===== config.mk =====
export PLATFORM = sky130hd
export DESIGN_NAME = so3em_div
export DESIGN_NICKNAME = d
export VERILOG_FILES = /design/src/design/so3em_pkg.sv /design/src/design/so3em_div.sv
export SDC_FILE = /design/constraint.sdc
export NUM_CORES = 2
export LEC_CHECK = 0
export BUFFER_PORTS_ARGS = -buffer_cell sky130_fd_sc_hd__buf_2
export CAP_MARGIN = 5
export CORE_UTILIZATION = 45
export CTS_CLUSTER_DIAMETER = 60
export DETAILED_ROUTE_END_ITERATION = 10
export PLACE_DENSITY = 0.57
export SLEW_MARGIN = 0
export SYNTH_ARGS = -nofsm -noshare
export SYNTH_HDL_FRONTEND = slang
export SYNTH_SLANG_ARGS = --single-unit

===== constraint.sdc =====
create_clock -name clock -period 9 [get_ports clock]
set_clock_uncertainty 0.2 [all_clocks]
set_input_delay 1.8 -clock clock [delete_from_list [all_inputs] [get_ports clock]]
set_output_delay 1.8 -clock clock [all_outputs]
set_load 0.01 [all_outputs]

===== src/design/so3em_pkg.sv =====
// so3em_pkg: shared widths, fixed-point constants, types and the cordic arctangent table
// for the so(3) exponential map core. used by so3em_div and so3_exponential_map_core.
// depends on nothing.
`default_nettype none

package so3em_pkg;

   // entry format and matrix geometry
   localparam int FRAC_BITS   = 12;
   localparam int MAT_W       = 16;
   localparam int NUM_ENT     = 9;
   localparam int DATA_W      = NUM_ENT * MAT_W;

   // theta is floor(sqrt(sum of squares / 2)), below 2^17
   localparam int THETA_W     = 17;
   localparam int SQ_W        = 31;
   localparam int PART_W      = 33;
   localparam int HALF_SUM_W  = 33;

   // configuration register
   localparam int              LIMIT_W     = 12;
   localparam logic [LIMIT_W-1:0] LIMIT_RESET = 12'd1;

   // cordic defaults and table depth
   localparam int CORDIC_STAGES_DEF = 16;
   localparam int ATAN_ENTRIES      = 24;

   // angle in q.30 after the shift from theta units
   localparam int ANG_SHIFT = 30 - FRAC_BITS;
   localparam int ANG_W     = THETA_W + ANG_SHIFT;
   localparam logic [ANG_W-1:0] TWO_PI_ANG  = 35'd6746518852;
   localparam logic [ANG_W-1:0] FOUR_PI_ANG = 35'd13493037704;
   localparam logic [ANG_W-1:0] EIGHT_PI_ANG = 35'd26986075408;
   localparam logic [ANG_W-1:0] PI_ANG      = 35'd3373259426;

   // cordic datapath (x, y, residual angle), signed q.30
   localparam int CW = 34;
   localparam logic signed [CW-1:0] CORDIC_KINV = 34'sd652032874;
   localparam logic signed [CW-1:0] PI_Q30      = 34'sd3373259426;
   localparam logic signed [CW-1:0] HALF_PI_Q30 = 34'sd1686629713;
   localparam logic signed [CW-1:0] TWO_PI_Q30  = 34'sd6746518852;
   localparam logic signed [CW:0]   ONE_Q30_T   = 35'sd1073741824;

   // coefficient dividers
   localparam int D1_QW     = 34;
   localparam int D1_NUM_W  = CW + 1 + FRAC_BITS;
   localparam int A_CLAMP   = 32;
   localparam int T_CLAMP   = 33;
   localparam int A_W       = A_CLAMP + 2;
   localparam int T_W       = T_CLAMP + 2;
   localparam int D2_QW     = 32;
   localparam int D2_NUM_W  = T_W - 1 + FRAC_BITS;
   localparam int B_CLAMP   = 31;
   localparam int B_W       = B_CLAMP + 2;

   // small-angle coefficients in q.30
   localparam logic signed [A_W-1:0] A_SMALL = 34'sd1073741824;
   localparam logic signed [B_W-1:0] B_SMALL = 33'sd536870912;

   // final accumulation
   localparam int PP_W  = 2 * MAT_W;
   localparam int MM_W  = PP_W + 2;
   localparam int AM_W  = A_W + MAT_W;
   localparam int BMM_W = B_W + MM_W;
   localparam int ACC_W = 56;
   localparam logic signed [ACC_W-1:0] DIAG_ONE  = 56'sd1 <<< (30 + FRAC_BITS);
   localparam logic signed [ACC_W-1:0] ROUND_HALF = 56'sd536870912;
   localparam logic signed [ACC_W-1:0] OUT_MAX   = 56'sd32767;
   localparam logic signed [ACC_W-1:0] OUT_MIN   = -56'sd32768;

   typedef logic [NUM_ENT-1:0][MAT_W-1:0] mat_type;

   // per-transaction sideband that rides along the whole pipeline
   typedef struct packed {
      mat_type              mat;
      logic                 low_angle;
      logic [THETA_W-1:0]   theta;
      logic                 neg;
   } side_type;

   // arctan(2^-i) in q.30
   function automatic logic [29:0] atan_q30(input logic [4:0] idx);
      logic [29:0] v;
      case (idx)
         5'd0:    v = 30'd843314857;
         5'd1:    v = 30'd497837829;
         5'd2:    v = 30'd263043837;
         5'd3:    v = 30'd133525159;
         5'd4:    v = 30'd67021687;
         5'd5:    v = 30'd33543516;
         5'd6:    v = 30'd16775851;
         5'd7:    v = 30'd8388437;
         5'd8:    v = 30'd4194283;
         5'd9:    v = 30'd2097149;
         5'd10:   v = 30'd1048575;
         5'd11:   v = 30'd524287;
         5'd12:   v = 30'd262143;
         5'd13:   v = 30'd131071;
         5'd14:   v = 30'd65535;
         5'd15:   v = 30'd32767;
         5'd16:   v = 30'd16383;
         5'd17:   v = 30'd8191;
         5'd18:   v = 30'd4095;
         5'd19:   v = 30'd2047;
         5'd20:   v = 30'd1023;
         5'd21:   v = 30'd511;
         5'd22:   v = 30'd255;
         5'd23:   v = 30'd127;
         default: v = 30'd0;
      endcase
      return v;
   endfunction

endpackage

`default_nettype wire


===== src/design/so3em_div.sv =====
// so3em_div: pipelined restoring divider, one quotient bit per stage, truncating toward
// zero and saturating the quotient magnitude at 2^CLAMP_LOG.
// depends on so3em_pkg.
`default_nettype none

module so3em_div
   import so3em_pkg::*;
#(
   parameter int NUM_W     = D1_NUM_W,
   parameter int QW        = D1_QW,
   parameter int CLAMP_LOG = A_CLAMP
) (
   input  wire logic                      clock,
   input  wire logic                      en,
   input  wire logic [NUM_W-1:0]          num,
   input  wire logic                      neg,
   input  wire logic [THETA_W-1:0]        den,
   output logic signed [CLAMP_LOG+1:0]    quo
);

   localparam int RW = QW + THETA_W;
   localparam int OW = CLAMP_LOG + 2;
   localparam logic [QW-1:0] CLAMP_MAG = QW'(1) << CLAMP_LOG;

   logic [RW-1:0]      rem_ff [QW];
   logic [QW-1:0]      q_ff   [QW+1];
   logic [THETA_W-1:0] den_ff [QW];
   logic               neg_ff [QW+1];
   logic               ovf_ff [QW+1];
   logic signed [OW-1:0] quo_ff;
   logic signed [OW-1:0] quo_in;
   logic [QW-1:0]      mag;

   // input stage: a quotient too large for QW bits is flagged here and saturates at the output
   always_ff @(posedge clock) begin
      if (en) begin
         rem_ff[0] <= RW'(num);
         q_ff[0]   <= '0;
         den_ff[0] <= den;
         neg_ff[0] <= neg;
         ovf_ff[0] <= RW'(num) >= {den, {QW{1'b0}}};
      end
   end

   // one quotient bit per stage, most significant first
   for (genvar j = 1; j <= QW; j++) begin : g_bit
      localparam int B = QW - j;
      logic [RW-1:0] dsh;
      logic          fit;
      assign dsh = RW'(den_ff[j-1]) << B;
      assign fit = rem_ff[j-1] >= dsh;

      always_ff @(posedge clock) begin
         if (en) begin
            q_ff[j]   <= fit ? (q_ff[j-1] | (QW'(1) << B)) : q_ff[j-1];
            neg_ff[j] <= neg_ff[j-1];
            ovf_ff[j] <= ovf_ff[j-1];
         end
      end

      if (j < QW) begin : g_rem
         always_ff @(posedge clock) begin
            if (en) begin
               rem_ff[j] <= fit ? (rem_ff[j-1] - dsh) : rem_ff[j-1];
               den_ff[j] <= den_ff[j-1];
            end
         end
      end
   end

   // saturate and apply the sign
   always_comb begin
      mag = (ovf_ff[QW] || (q_ff[QW] > CLAMP_MAG)) ? CLAMP_MAG : q_ff[QW];
      quo_in = $signed({1'b0, mag[CLAMP_LOG:0]});
      if (neg_ff[QW]) begin
         quo_in = -quo_in;
      end
   end

   always_ff @(posedge clock) begin
      if (en) begin
         quo_ff <= quo_in;
      end
   end

   assign quo = quo_ff;

endmodule

`default_nettype wire


==> run metrics <==
CTS Root Cell=clkbuf_16; Post-Layout Cell Count=15200; unrepaired setup endpoints after global routing=no; area added between synthesis and finish=12.1%; result of the run=completed; standard cell core area=307000 sq um; overall routed net length=308 mm; crit path time final=4980 ps; timing-limited maximum frequency=201 MHz; drc violations=0; share of synthesized cell area in full adder, half adder and majority cells=5.78%; horizontal extent of the die=558 um; initial antenna violation count=5; type of element capturing the critical path=register; post-DR vias/cell=5.48; Yosys top cell by area=edfxtp_1; total clock sinks=3007; remaining number of nets flagged by the antenna check after routing=0; Post-CTS Repair Setup Buffers=0; maximum fanout count along the critical path=34; crit-path max cell delay=1040 ps; dominant cell type by count on the critical path=a21oi_1; Critical Path Source Type=register; TritonCTS clock tree=done; P per Cell Area=287 nW/um^2; final worst slack=4020 ps; Final Hold Violating Endpoints=0; clock latency on the worst-skew pair=930 ps; TritonCTS buffer count=341; Peak VDD IR=156 uV; area fraction in compound gates after synthesis=8.28%; wire length of the first global-routing pass=475 mm; commonest cells after routing, fill and taps aside=3007 x edfxtp_1, 782 x inv_1, 683 x nor2_1, 623 x nand2_1, 589 x ha_1; count of cell types in the netlist=94; Rows=203; Worst-Margin Slew=1290 ps; number of maximum-capacitance violations=0; number of instances resized during post-cts repair=0; routed len/inst=20.3 um; Slew Viols, Final=0; Final GP Congestion=0.907; cells after synthesis=10500; most common cell after layout, fill and taps aside=edfxtp_1; Slew headroom=13.0%; clock input transition at the sequential cells of the worst setup and hold paths=60 ps; multiplexer fraction of the synthesized cell area=1.21%; proportion of layout cells with a drive suffix above 1=7.95%; pin count of the biggest net entering global routing=195; dominant combinational cell family by area after synthesis=simple AND/OR/NAND/NOR gates; vias in the first global route=81400; number of nets in the synthesized netlist=11200; flop and latch count out of synthesis=3007; layer carrying the most global-route usage=met2; Final period util=55.3%; count of hold buffers inserted by post-cts repair=0; global routing met2 resource utilization=33.0%; post-synthesis simple-gate area fraction=10.9%; area share of the largest cell type after synthesis=65.0%; async set-reset flop share out of synthesis=0%; crit path kind=register to register; type of the most critical hold path=register to register; starting density of the core=45.3%; count of buffering cells on the critical path with inverters included=2; post-synthesis share of cell area spent on xor and xnor gates=6.18%; final layout net count=11500; main flop type after synthesis=edfxtp_1; cells traversed along the worst timing path=ha_1, inv_1, fa_1, a21oi_1, o21bai_1, a2111oi_0, buf_4, or3b_2, a21oi_1, a211o_1, nand4_1, nor4_1, xor2_1; Data arrival, critical path=5410 ps; die height=558 um; Syn. warnings=0; setup violators final=0; share of synthesized area occupied by flip-flops and latches=65.0%; CP required=9430 ps; Cells after DPL=14600; DPL Wire Length=226 mm; most area-consuming cells after synthesis=edfxtp_1 65%, ha_1 5.3%, xnor2_1 3.2%; PortBufs=100; maximum count of clock buffers along a single path=4; met3 Use GR=2.67%; P_leak=56.8 nW; Avg Inst Size Synth=13.2 sq um; pre-CTS setup slack=3940 ps; Setup TNS=0 ps; combined area of all synthesized cells=139000 sq um; Die Area=311000 sq um; GRT Overall Usage=19.6%; ports placed on the boundary=101; via count=83400; worst hold margin=196 ps; library cell contributing the largest single delay on the critical path=a211o_1; First DRT Iteration DRCs=6945; critical path's top delay family=compound AO/OA/AOI/OAI gates; Post-synth EDFFs=3007; number of H-tree branching levels=5; post-route core utilization=50.8%; met1 demand-to-capacity share in global routing=26.4%; TritonRoute pass-1 iters=6; GRT Residual Overflow=0
## report_power, final
| group | switching, mW | internal [mW] | leakage (nW) |
|---|---|---|---|
| clock network | 5.67 | 8.00 | 5.36 |
| logic | 6.36 | 4.72 | 22.4 |
| registers | 1.61 | 18.3 | 29.0 |
## worst register-to-register path, stage by stage, from the launching register on
cell	delay, ps
edfxtp_1	400
ha_1	240
inv_1	70
fa_1	200
a21oi_1	100
o21bai_1	210
a2111oi_0	140
buf_4	160
or3b_2	450
a21oi_1	460
a211o_1	1040
nand4_1	530
nor4_1	400
xor2_1	100
## sequential cells by signal, indices dropped and copies added (netlist names)
register	flops
ovf_ff	35
den_ff	578
rem_ff	1730
neg_ff	35
q_ff	595
quo	34
## worst paths after layout
kind | start | to | slack (ps) | cells past startpoint
min reg2reg | q_ff[14][20] | q_ff[15][20] | 200 | 0
max reg2reg | den_ff[26][0] | rem_ff[27][40] | 4020 | 13
min | q_ff[14][20] | q_ff[15][20] | 200 | 0
max | den_ff[26][0] | rem_ff[27][40] | 4020 | 13
## area by class of cell
type                            count  area (sq um)
Antenna cell                        4          10.0
Clock buffer                      409          8830
Clock inverter                    206          2270
Fill cell                       25900        151000
Inverter                          783          2940
Multi-Input combinational cell   6549         45100
Sequential cell                  3007         90300
Tap cell                         4100          5130
Timing Repair Buffer              170          1190
## logic make-up after synthesis
kind of cell,Yosys count
AO/OA/AOI/OAI,1854
buffers and inverters,967
flip-flops,3007
XOR/XNOR,980
multiplexers,151
adder cells (fa/ha/maj),622
AND/OR/NAND/NOR,2942
## metal layers
metal	up-vias	share of wire [%]
met5	-	0
li1	40100	-
met4	0	2.6
met2	2009	48
met3	474	4.7
met1	40800	44
## synth_stat cells, types with 16 or more instances
cell type  instances
xnor2_1          509
nand4_1          139
and2_1            38
xor2_1           471
a21oi_1          571
edfxtp_1        3007
o21ai_0          501
a2111oi_0         19
o41ai_1           25
o21bai_1          46
nand2_1          623
o31a_1            16
nor2b_1          105
nor2_1           684
o311ai_0          17
a21boi_0          35
or4_1             92
nor4_1           276
nand2b_1         119
fa_1              33
clkbuf_1         147
inv_1            782
ha_1             589
and3_1            54
buf_2             18
nor3_1           290
nor4b_1           49
nand4b_1          31
a211o_1           18
a21o_1           218
a31oi_1           49
nand3b_1          34
o211ai_1          21
nand3_1          162
o21a_1            85
o31ai_1           49
mux2_2           139
or3_1            136
a211oi_1          42
or2_2             37
## per-stage QoR
step                      total power [mW]  area [sq um]
after floorplan                       27.7        139000
after detailed placement              31.2        145000
after global placement                30.9        145000
after CTS                             45.0        156000
after global routing                  47.1        156000
final                                 44.7        156000
No activity file was read; power rests on OpenSTA's default activity.
